## src/sv/link_health_alarm_debouncer_core_assert.svh

```systemverilog
// assertion macros for the link health alarm debouncer
`ifndef LINK_HEALTH_ALARM_DEBOUNCER_CORE_ASSERT_SVH
`define LINK_HEALTH_ALARM_DEBOUNCER_CORE_ASSERT_SVH
`ifndef SYNTH
// same-cycle implication under reset
`define LHAD_ASSERT_IMPL(label, clk, rst_n, a, b) \
    label: assert property (@(posedge clk) disable iff (!rst_n) (a) |-> (b)) \
        else $error("lhad assertion failed");
// next-cycle implication under reset
`define LHAD_ASSERT_NEXT(label, clk, rst_n, a, b) \
    label: assert property (@(posedge clk) disable iff (!rst_n) (a) |=> (b)) \
        else $error("lhad assertion failed");
`else
`define LHAD_ASSERT_IMPL(label, clk, rst_n, a, b)
`define LHAD_ASSERT_NEXT(label, clk, rst_n, a, b)
`endif
`endif

```

## src/sv/lhad_pkg.sv

```systemverilog
// shared types, codes and constants of the link health alarm debouncer
package lhad_pkg;

    localparam int CFG_W     = 27;
    localparam int TIME_W    = 32;
    localparam int LEFT_W    = 23;
    localparam int MINS_W    = 11;
    localparam int CFG_IDX_W = 3;

    // word kinds
    localparam logic [1:0] KIND_PROBE       = 2'd0;
    localparam logic [1:0] KIND_PAUSE_TIMED = 2'd1;
    localparam logic [1:0] KIND_PAUSE_HOLD  = 2'd2;
    localparam logic [1:0] KIND_RESUME      = 2'd3;

    // probe outcomes, anything above primary failed counts as all failed
    localparam logic [1:0] PROBE_OK       = 2'd0;
    localparam logic [1:0] PROBE_PRI_FAIL = 2'd1;

    // alarm codes
    localparam logic [1:0] ALARM_NONE      = 2'd0;
    localparam logic [1:0] ALARM_DOWN      = 2'd1;
    localparam logic [1:0] ALARM_RECOVERED = 2'd2;
    localparam logic [1:0] ALARM_CRITICAL  = 2'd3;

    // register indexes
    localparam logic [CFG_IDX_W-1:0] CFG_FAIL_LIMIT  = 3'd0;
    localparam logic [CFG_IDX_W-1:0] CFG_REPEAT_IVL  = 3'd1;
    localparam logic [CFG_IDX_W-1:0] CFG_STABLE_THR  = 3'd2;
    localparam logic [CFG_IDX_W-1:0] CFG_MIN_OUTAGE  = 3'd3;
    localparam logic [CFG_IDX_W-1:0] CFG_SERVERS_DST = 3'd4;

    // register reset values
    localparam logic [CFG_W-1:0] RST_FAIL_LIMIT = 27'd300000;
    localparam logic [CFG_W-1:0] RST_REPEAT_IVL = 27'd1800000;
    localparam logic [CFG_W-1:0] RST_STABLE_THR = 27'd300000;
    localparam logic [CFG_W-1:0] RST_MIN_OUTAGE = 27'd60000;

    // pause length
    localparam logic [MINS_W-1:0] MAX_PAUSE_MIN = 11'd1440;
    localparam logic [15:0]       MS_PER_MIN    = 16'd60000;

    // x / 1000 as (x >> 3) / 125, the latter by reciprocal multiply
    localparam int               DIV_PRE_SHIFT = 3;
    localparam int               DIV_N_W       = TIME_W - DIV_PRE_SHIFT;
    localparam int               DIV_M_W       = 30;
    localparam int               DIV_SHIFT     = 36;
    localparam logic [DIV_M_W-1:0] DIV_RECIP   = 30'd549755814;

    typedef struct packed {
        logic [CFG_W-1:0] fail_limit;
        logic [CFG_W-1:0] repeat_ivl;
        logic [CFG_W-1:0] stable_thr;
        logic [CFG_W-1:0] min_outage;
        logic             servers_distinct;
    } t_cfg;

    typedef struct packed {
        logic              outage_reported;
        logic [TIME_W-1:0] first_fail;
        logic [TIME_W-1:0] last_alarm;
        logic [TIME_W-1:0] stable_since;
        logic              pause_active;
        logic [TIME_W-1:0] pause_end;
        logic              working;
    } t_state;

    typedef struct packed {
        logic [1:0]        alarm;
        logic [TIME_W-1:0] duration;
        logic              working;
        logic              paused;
        logic [TIME_W-1:0] pause_diff;
    } t_result;

endpackage

```

## src/sv/link_health_alarm_debouncer_core.sv

```systemverilog
// top level of the link health alarm debouncer: registers, pipeline and handshakes
`include "link_health_alarm_debouncer_core_assert.svh"

// Takes one word per clock cycle, back to back, while the output side keeps up, and
// returns one result word per input word; the result is registered in the middle
// stage at acceptance and then in the output register.
// The debounce state is updated in a single registered pass at acceptance, so a
// word sees everything left by the word before it; the middle stage feeds the
// constant multiplier that turns the remaining pause time into seconds. The middle
// stage takes one more word while a result waits in the output register, after
// which the input stalls until the output side takes a word. Configuration
// registers are written through their own channel, which is always ready, and
// take effect for the next word.
module link_health_alarm_debouncer_core import lhad_pkg::*; (
    input  logic                 i_clk,
    input  logic                 i_rst_n,
    // configuration write channel
    input  logic                 i_cfg_valid,
    output logic                 o_cfg_ready,
    input  logic [CFG_IDX_W-1:0] i_cfg_index,
    input  logic [CFG_W-1:0]     i_cfg_data,
    // input words
    input  logic                 i_s_axis_tvalid,
    output logic                 o_s_axis_tready,
    input  logic [47:0]          i_s_axis_tdata,  // now_ms[31:0], probe_code[33:32],
                                                  // pause_minutes[44:34], zeros
    input  logic [1:0]           i_s_axis_tuser,  // kind[1:0]
    // result words
    output logic                 o_m_axis_tvalid,
    input  logic                 i_m_axis_tready,
    output logic [63:0]          o_m_axis_tdata,  // alarm_duration_ms[31:0],
                                                  // link_working[32], paused_now[33],
                                                  // pause_left_s[56:34], zeros
    output logic [1:0]           o_m_axis_tuser   // alarm[1:0]
);

    t_cfg    r_cfg;
    t_state  r_state;
    t_state  n_state;
    t_result n_s1_res;
    t_result r_s1_res;
    logic    r_s1_valid;
    logic    r_out_valid;
    logic [1:0]        r_out_alarm;
    logic [TIME_W-1:0] r_out_duration;
    logic              r_out_working;
    logic              r_out_paused;
    logic [LEFT_W-1:0] r_out_left;

    logic in_accept;
    logic out_en;
    logic s1_en;
    logic [DIV_N_W-1:0]         div_n;
    logic [DIV_N_W+DIV_M_W-1:0] div_prod;
    logic [LEFT_W-1:0]          n_out_left;

    // stage enables, each stage moves when the one after it frees up
    assign out_en          = !r_out_valid || i_m_axis_tready;
    assign s1_en           = !r_s1_valid || out_en;
    assign o_s_axis_tready = s1_en;
    assign in_accept       = i_s_axis_tvalid && s1_en;
    assign o_cfg_ready     = 1'b1;

    // configuration registers
    always_ff @(posedge i_clk) begin
        if (!i_rst_n) begin
            r_cfg.fail_limit       <= RST_FAIL_LIMIT;
            r_cfg.repeat_ivl       <= RST_REPEAT_IVL;
            r_cfg.stable_thr       <= RST_STABLE_THR;
            r_cfg.min_outage       <= RST_MIN_OUTAGE;
            r_cfg.servers_distinct <= 1'b1;
        end else if (i_cfg_valid) begin
            case (i_cfg_index)
                CFG_FAIL_LIMIT:  r_cfg.fail_limit       <= i_cfg_data;
                CFG_REPEAT_IVL:  r_cfg.repeat_ivl       <= i_cfg_data;
                CFG_STABLE_THR:  r_cfg.stable_thr       <= i_cfg_data;
                CFG_MIN_OUTAGE:  r_cfg.min_outage       <= i_cfg_data;
                CFG_SERVERS_DST: r_cfg.servers_distinct <= i_cfg_data[0];
                default: begin
                end
            endcase
        end
    end

    // debounce state update
    lhad_step u_step (
        .i_cfg    (r_cfg),
        .i_state  (r_state),
        .i_kind   (i_s_axis_tuser),
        .i_now    (i_s_axis_tdata[31:0]),
        .i_code   (i_s_axis_tdata[33:32]),
        .i_mins   (i_s_axis_tdata[44:34]),
        .o_state  (n_state),
        .o_result (n_s1_res)
    );

    always_ff @(posedge i_clk) begin
        if (!i_rst_n) begin
            r_state.outage_reported <= 1'b0;
            r_state.first_fail      <= '0;
            r_state.last_alarm      <= '0;
            r_state.stable_since    <= '0;
            r_state.pause_active    <= 1'b0;
            r_state.pause_end       <= '0;
            r_state.working         <= 1'b1;
        end else if (in_accept) begin
            r_state <= n_state;
        end
    end

    // middle stage
    always_ff @(posedge i_clk) begin
        if (!i_rst_n) begin
            r_s1_valid <= 1'b0;
        end else if (s1_en) begin
            r_s1_valid <= i_s_axis_tvalid;
        end
    end

    always_ff @(posedge i_clk) begin
        if (in_accept) begin
            r_s1_res <= n_s1_res;
        end
    end

    // milliseconds left to seconds
    assign div_n      = r_s1_res.pause_diff[TIME_W-1:DIV_PRE_SHIFT];
    assign div_prod   = {{DIV_M_W{1'b0}}, div_n} * {{DIV_N_W{1'b0}}, DIV_RECIP};
    assign n_out_left = div_prod[DIV_SHIFT+LEFT_W-1:DIV_SHIFT];

    // output register
    always_ff @(posedge i_clk) begin
        if (!i_rst_n) begin
            r_out_valid <= 1'b0;
        end else if (out_en) begin
            r_out_valid <= r_s1_valid;
        end
    end

    always_ff @(posedge i_clk) begin
        if (out_en && r_s1_valid) begin
            r_out_alarm    <= r_s1_res.alarm;
            r_out_duration <= r_s1_res.duration;
            r_out_working  <= r_s1_res.working;
            r_out_paused   <= r_s1_res.paused;
            r_out_left     <= n_out_left;
        end
    end

    assign o_m_axis_tvalid = r_out_valid;
    assign o_m_axis_tuser  = r_out_alarm;
    assign o_m_axis_tdata  = {7'd0, r_out_left, r_out_paused, r_out_working, r_out_duration};

    // checks on the debounce logic
    `LHAD_ASSERT_IMPL(a_pause_end_idle, i_clk, i_rst_n,
        !r_state.pause_active, r_state.pause_end == '0)
    `LHAD_ASSERT_IMPL(a_no_duration, i_clk, i_rst_n,
        o_m_axis_tvalid && (o_m_axis_tuser == ALARM_NONE || o_m_axis_tuser == ALARM_CRITICAL),
        o_m_axis_tdata[31:0] == '0)
    `LHAD_ASSERT_IMPL(a_left_needs_pause, i_clk, i_rst_n,
        o_m_axis_tvalid && o_m_axis_tdata[56:34] != '0, o_m_axis_tdata[33])
    `LHAD_ASSERT_NEXT(a_command_silent, i_clk, i_rst_n,
        in_accept && i_s_axis_tuser != KIND_PROBE, r_s1_res.alarm == ALARM_NONE)

endmodule

```

## src/sv/lhad_step.sv

```systemverilog
// next-state and result logic for one word
module lhad_step import lhad_pkg::*; (
    input  t_cfg              i_cfg,
    input  t_state            i_state,
    input  logic [1:0]        i_kind,
    input  logic [TIME_W-1:0] i_now,
    input  logic [1:0]        i_code,
    input  logic [MINS_W-1:0] i_mins,
    output t_state            o_state,
    output t_result           o_result
);

    always_comb begin
        logic [MINS_W-1:0] mins_sat;
        logic [CFG_W-1:0]  pause_len;
        logic [TIME_W-1:0] ss;
        logic [TIME_W-1:0] held;
        logic [TIME_W-1:0] ff;
        logic [TIME_W-1:0] down;
        logic              pause_gate;
        logic              fire;
        t_state            st;
        t_result           res;

        // pause as seen mid-word, with expiry at this time applied
        pause_gate = i_state.pause_active &&
                     !(i_state.pause_end != '0 && i_now >= i_state.pause_end);

        // timed pause end
        mins_sat  = (i_mins > MAX_PAUSE_MIN) ? MAX_PAUSE_MIN : i_mins;
        pause_len = {16'd0, mins_sat} * {11'd0, MS_PER_MIN};

        // recovery window
        ss   = (i_state.stable_since == '0) ? i_now : i_state.stable_since;
        held = i_now - ss;

        // down timer and repeat spacing
        ff   = (i_state.first_fail == '0) ? i_now : i_state.first_fail;
        down = i_now - ff;
        fire = (ff != '0) && (down >= {5'd0, i_cfg.fail_limit}) &&
               ((i_state.last_alarm == '0) ||
                ((i_now - i_state.last_alarm) >= {5'd0, i_cfg.repeat_ivl}));

        st           = i_state;
        res.alarm    = ALARM_NONE;
        res.duration = '0;

        case (i_kind)
            KIND_PAUSE_TIMED: begin
                st.pause_active = 1'b1;
                st.pause_end    = i_now + {5'd0, pause_len};
            end
            KIND_PAUSE_HOLD: begin
                st.pause_active = 1'b1;
                st.pause_end    = '0;
            end
            KIND_RESUME: begin
                st.pause_active = 1'b0;
                st.pause_end    = '0;
            end
            default: begin
                if (i_code == PROBE_OK) begin
                    st.working = 1'b1;
                    if (!i_state.outage_reported) begin
                        st.stable_since = '0;
                    end else if (i_state.first_fail != '0 &&
                                 (i_now - i_state.first_fail) < {5'd0, i_cfg.min_outage}) begin
                        // short blip, dropped silently
                        st.outage_reported = 1'b0;
                        st.first_fail      = '0;
                        st.last_alarm      = '0;
                        st.stable_since    = '0;
                    end else begin
                        st.stable_since = ss;
                        if (held >= {5'd0, i_cfg.stable_thr}) begin
                            if (!pause_gate) begin
                                res.alarm    = ALARM_RECOVERED;
                                res.duration = held;
                            end
                            st.outage_reported = 1'b0;
                            st.first_fail      = '0;
                            st.last_alarm      = '0;
                            st.stable_since    = '0;
                            st.pause_active    = 1'b0;
                            st.pause_end       = '0;
                        end
                    end
                end else if (i_code == PROBE_PRI_FAIL && i_cfg.servers_distinct) begin
                    // running on fallback
                    st.working    = 1'b1;
                    st.first_fail = ff;
                    if (fire) begin
                        if (!pause_gate) begin
                            res.alarm    = ALARM_DOWN;
                            res.duration = down;
                        end
                        st.last_alarm = i_now;
                    end
                end else begin
                    // complete failure, or primary failure with one server
                    st.working      = 1'b0;
                    st.stable_since = '0;
                    if (!i_state.outage_reported) begin
                        if (i_cfg.servers_distinct) begin
                            res.alarm = ALARM_CRITICAL;
                        end
                        st.outage_reported = 1'b1;
                    end
                end
            end
        endcase

        // timed pause expiry after every word
        if (st.pause_active && st.pause_end != '0 && i_now >= st.pause_end) begin
            st.pause_active = 1'b0;
            st.pause_end    = '0;
        end

        res.working    = st.working;
        res.paused     = st.pause_active;
        res.pause_diff = (st.pause_active && st.pause_end != '0) ?
                         (st.pause_end - i_now) : '0;

        o_state  = st;
        o_result = res;
    end

endmodule

```

## config.mk

```make
export PLATFORM = sky130hd
export DESIGN_NAME = link_health_alarm_debouncer_core
export DESIGN_NICKNAME = d
export VERILOG_FILES = /design/src/sv/lhad_pkg.sv /design/src/sv/link_health_alarm_debouncer_core.sv /design/src/sv/lhad_step.sv
export VERILOG_INCLUDE_DIRS = /design/src /design/src/sv
export SDC_FILE = /design/constraint.sdc
export NUM_CORES = 2
export LEC_CHECK = 0
export BUFFER_PORTS_ARGS = -buffer_cell sky130_fd_sc_hd__buf_2
export CORE_MARGIN = 2
export CORE_UTILIZATION = 50
export DETAILED_ROUTE_END_ITERATION = 8
export GPL_TIMING_DRIVEN = 0
export MAX_ROUTING_LAYER = met4
export PLACE_DENSITY = 0.63
export SLEW_MARGIN = 20
export SYNTH_ARGS = -nofsm -noshare
export SYNTH_HDL_FRONTEND = slang
export SYNTH_HIERARCHICAL = 1
export SYNTH_SLANG_ARGS = --single-unit
```

## constraint.sdc

```tcl
create_clock -name i_clk -period 26.1 [get_ports i_clk]
set_clock_uncertainty 0.1 [all_clocks]
set_input_delay 5.22 -clock i_clk [delete_from_list [all_inputs] [get_ports i_clk]]
set_output_delay 5.22 -clock i_clk [all_outputs]
set_load 0.02 [all_outputs]
```

* Word-level counts from Yosys, hierarchy flattened *
Cells that the tools add are included.

word-level totals
  ROM bits = 0
  bits of input ports = 85
  logic and storage cells = 120
  bits in registers = 369
  memories = 0
  memory bits (writable) = 0
  output and inout bits = 69
  latch bits = 0

operators by class
  equality and inequality tests = 11
  reductions and logical operators = 38
  shifts and indexed selects = 0
  muxes and demuxes = 31
  div/mod/pow operators = 0
  add/subtract/negate cells = 6
  order comparisons = 7
  $mul = 2
  bitwise logic cells = 1

operators by type and width
  operator                                               number
  2-to-1 mux 34 bit                                      6
  2-to-1 mux 97 bit                                      2
  2-to-1 mux 32 bit                                      6
  2-to-1 mux 33 bit                                      5
  nonzero test 32 bit                                    5
  subtractor 32 bit                                      5
  2-to-1 mux 130 bit                                     1
  one-hot mux 33 bit (3 select lines)                    1
  greater-or-equal comparator 32 x 27 -> 1 bit           3
  zero test 32 bit                                       3
  2-to-1 mux 65 bit                                      1
  greater-or-equal comparator 32 bit                     2
  2-to-1 mux 64 bit                                      1
  multiplier 29 x 29 -> 58 bit, second input constant    1
  adder 32 x 27 -> 32 bit                                1
  less-than comparator 32 x 27 -> 1 bit                  1
  multiplier 11 x 11 -> 22 bit, second input constant    1
  greater-than comparator 11 bit, second input constant  1
  logical AND 1 bit                                      11
  2-to-1 mux 11 bit                                      1
  AND reduction 2 bit                                    5
  equality test 3 x 2 -> 1 bit, second input constant    2
  2-to-1 mux 2 bit                                       3
  AND reduction 6 bit                                    1
  other kinds (17)                                       27

* Longest topological paths before layout *
  word-level depth = 15
  gate-level depth with buffers = 59
  depth with buffers taken out = 58

* Hierarchy *
The synthesis kept the hierarchy.

by module, submodules not included
  module                            times used  sequential area each (um^2)  cells each  area an instance (um^2)
  link_health_alarm_debouncer_core  1           8568.2                       2553        25719.7
  lhad_step                         1           0.0                          2749        19054.5

* Least setup slack after synthesis *
OpenSTA, ideal clock, no wires.

  path kind = in2reg
  start point = input port i_s_axis_tdata[34]
  end point = register r_s1_res, in the netlist div_n[25], data pin
  setup time = 0.255 ns
  path slack = 9.903 ns
  buffers on the path = 1
  arrival = 15.843 ns
  stages on the path = 56
  required time = 25.745 ns
  cell sequence = nor3_1 nand2_1 a21oi_1 nor2_1 o21ai_1 and2_1 fa_1 inv_1 fa_1 fa_1 inv_1 fa_1 inv_1 fa_1 inv_1 ha_1 nand3_1 o21ai_0 (+20 left out) a21oi_1 o31ai_1 nor3b_2 buf_2 nand2b_1 ha_1 fa_1 o21ai_0 a31oi_1 o21ai_0 a2111oi_0 o41a_1 o21ai_0 nand2_1 o21ai_0 a21oi_1 xnor2_1 and2_1

between the ends
  cells in the longest elaborated chain, start to end = 11
  elaborated cells between the ends (all ways) = 13
  those cells by class = add/sub: 2; mul: 1; order compare: 2; mux: 3; reduce/logical: 5

RTL lines
  item                                                                                        RTL line                                 source
  start: declaration                                                                          link_health_alarm_debouncer_core.sv:25   input logic [47:0] i_s_axis_tdata,
  greater-than comparator 11 bit                                                              lhad_step.sv:30                          mins_sat = (i_mins > MAX_PAUSE_MIN) ? MAX_PAUSE_MIN : i_mins;
  2-to-1 mux 11 bit (*)                                                                       lhad_step.sv:30
  multiplier 11 x 11 -> 22 bit (*)                                                            lhad_step.sv:31                          pause_len = {16'd0, mins_sat} * {11'd0, MS_PER_MIN};
  adder 32 x 27 -> 32 bit (*)                                                                 lhad_step.sv:51                          st.pause_end = i_now + {5'd0, pause_len};
  one-hot mux 33 bit (3 select lines) (*)                                                     lhad_step.sv:48                          case (i_kind)
  parallel branches: the longest is 3 deep, another holds greater-or-equal comparator 32 bit  -
  2-to-1 mux 33 bit (*)                                                                       lhad_step.sv:114                         if (st.pause_active && st.pause_end != '0 && i_now >= st.pause_end) begin
  parallel branches: the longest is 2 deep, another holds subtractor 32 bit                   -
  end signal: assignment                                                                      link_health_alarm_debouncer_core.sv:122  r_s1_res <= n_s1_res;
  end: declaration                                                                            link_health_alarm_debouncer_core.sv:41   t_result r_s1_res;

Every way passes the cells marked *.
A chain may end at the register's enable or synchronous reset.

==> results by group <==
Run status
  • Outcome: completed

STA
  • Final setup viols: 0
  • Hold Violations, Final: 0
  • Setup ws final: 7.98 ns
  • Tcrit/Tclk final: 69.4%
  • RSZ-0062 raised after global routing: no
  • Slew Limit Fails: 0
  • Min cycle time layout: 18.12 ns
  • Setup_tns: 0 ns
  • Slew at the pin closest to its max-slew limit: 1.17 ns
  • Fmax: 55.2 MHz
  • Slew headroom: 22.2%

Cells and area
  • Fill count: 8,433
  • Final Cell Area: 48,700 um2
  • Commonest non-fill, non-tap cell in the layout: inv_1
  • Layout cells sized above 1: 5.44%
  • Most frequent cells in the layout: inv_1 (851), ha_1 (790), nand2_1 (728)
  • Fin nets: 6,678
  • Area grow syn2layout: 8.84%
  • Post-Layout Cell Count: 6,705
  • Multi-input logic area: 32,300 um2
  • Register area: 8570 um2

Clock network
  • CTS H-Tree Depth: 2
  • Gates resized, CTS repair: 0
  • Post-CTS setup buffers: 0
  • Clk root buf: clkbuf_16
  • TritonCTS Buffers: 47
  • Clock sinks: 366
  • CTS tree: yes
  • Hold_buf cts: 0
  • Later-pin clock latency in the skew report: 0.63 ns
  • Clock Tree Buf Depth: 3
  • CTS clk-pin slew, worst paths: 0.07 ns

Routing
  • Via/cell ratio: 5.66
  • ANT nets after route: 0
  • WL final: 140 mm
  • # DRC: 0
  • Drt wl/cell: 20.9 um
  • Total number of vias: 37,921
  • DR iter-0 viols: 2,957
  • Drt first pass iters: 6

Min path
  • End of the worst hold path: r_out_duration[29]$_DFFE_PP_
  • Hold Path Origin: r_s1_res[63]$_DFFE_PP_
  • Cells on Worst Hold Path: 0
  • HP Class: reg -> reg

Die
  • Die height: 303 um
  • Core Region: 88,500 um2
  • # rows: 109
  • Full die area: 91,900 um2
  • I/O pin cnt: 154
  • Die X: 303 um
  • Initial Utilization: 50.6%

Place
  • Post-DP Area: 47,000 um2
  • Placed Cells: 6,613
  • Hpwl dp: 112 mm
  • Placer Congestion: 0.965
  • Pre-CTS WS: 7.57 ns
  • I/O Buffers: 140

Logic synthesis
  • Syn_area_per_cell: 8.45 um2
  • Cells after Synth: 5,298
  • Yosys warns: 6
  • Cell Area, Synth: 44,700 um2

Critical path
  • Critical path peak fanout: 10
  • Crit end category: flip-flop
  • Worst Reg-to-Reg Cells: 50
  • Reg2Reg Capture Point: div_n[28]$_DFFE_PP_
  • Worst path required time: 26.36 ns
  • Max incr delay on CP: 0.80 ns
  • Reg2reg start: r_state[40]$_SDFFE_PN0P_
  • Slowest-stage cell, CP: nor4_1
  • Most common cell on crit path: a21oi_1
  • CP arrival: 18.38 ns
  • Critical path launch point type: input port
  • Critical path class: in -> reg
  • Reg-to-reg slack, setup: 12.22 ns

Flow run
  • Max Cap Violations: 0

GRT
  • GRT Resource Usage Total: 31.3%
  • Total gr overflow: 0
  • Largest net degree at the start of global routing: 41
  • Initial antenna violation count: 6
  • Vias in the first global route: 36,758
  • First-pass GRT wire length: 212 mm
## state kept, by name (all words and copies together) (netlist names)
register,cells
r_out_duration,32
r_out_working,1
r_state,131
r_s1_res,36
r_out_left,23
r_cfg,109
o_m_axis_tuser,2
o_m_axis_tvalid,1
r_out_paused,1
div_n,29
r_s1_valid,1
## worst max path at each step
stage / start / end / slack [ns] / cells after the start
after floorplan: i_s_axis_tdata[34] / div_n[25]$_DFFE_PP_ / 9.95 / 56
after global placement: i_s_axis_tdata[0] / div_n[28]$_DFFE_PP_ / 7.59 / 50
after detailed placement: i_s_axis_tdata[0] / div_n[28]$_DFFE_PP_ / 7.57 / 49
after CTS: i_s_axis_tdata[0] / div_n[28]$_DFFE_PP_ / 8.16 / 49
after global routing: i_s_axis_tdata[34] / div_n[26]$_DFFE_PP_ / 7.22 / 50
final: i_s_axis_tdata[0] / div_n[28]$_DFFE_PP_ / 7.98 / 49
## worst max-delay path, delay by kind of cell
family	cells	cell delay, ns
AOI/OAI and AO/OA	22	5.82
xor gates and xnor gates	2	0.27
adders and majority gates	5	1.69
buffers and inverters	7	2.16
and+or+nand+nor	13	3.18
## area by class of cell
cell class,count,area share (%)
Antenna cell,4,0.0206
Buffer,156,1.42
Clock buffer,53,2.55
Clock inverter,35,0.891
Inverter,852,6.57
Multi-Input combinational cell,3930,66.4
Sequential cell,366,17.6
Tap cell,1165,2.99
Timing Repair Buffer,144,1.59
## per-layer routing
metal	up-vias	track usage [%]	part of all wire (%)
met5	-	-	0
met4	0	12.1	4.4
met3	248	3.53	6.0
met2	1149	50.4	46
met1	18073	40.5	44
li1	18451	-	-
## stage by stage
step	hold slack (ns)	utilization [%]
6_report	0.310	55.0
5_1_grt	0.323	55.0
4_1_cts	0.318	55.0
3_5_place_dp	0.305	53.1
3_3_place_gp	0.301	53.0
2_1_floorplan	0.300	-
Power is left out: the tool's default activity adds up to more than one toggle a clock period on the data nets, which glitch-free logic cannot reach.
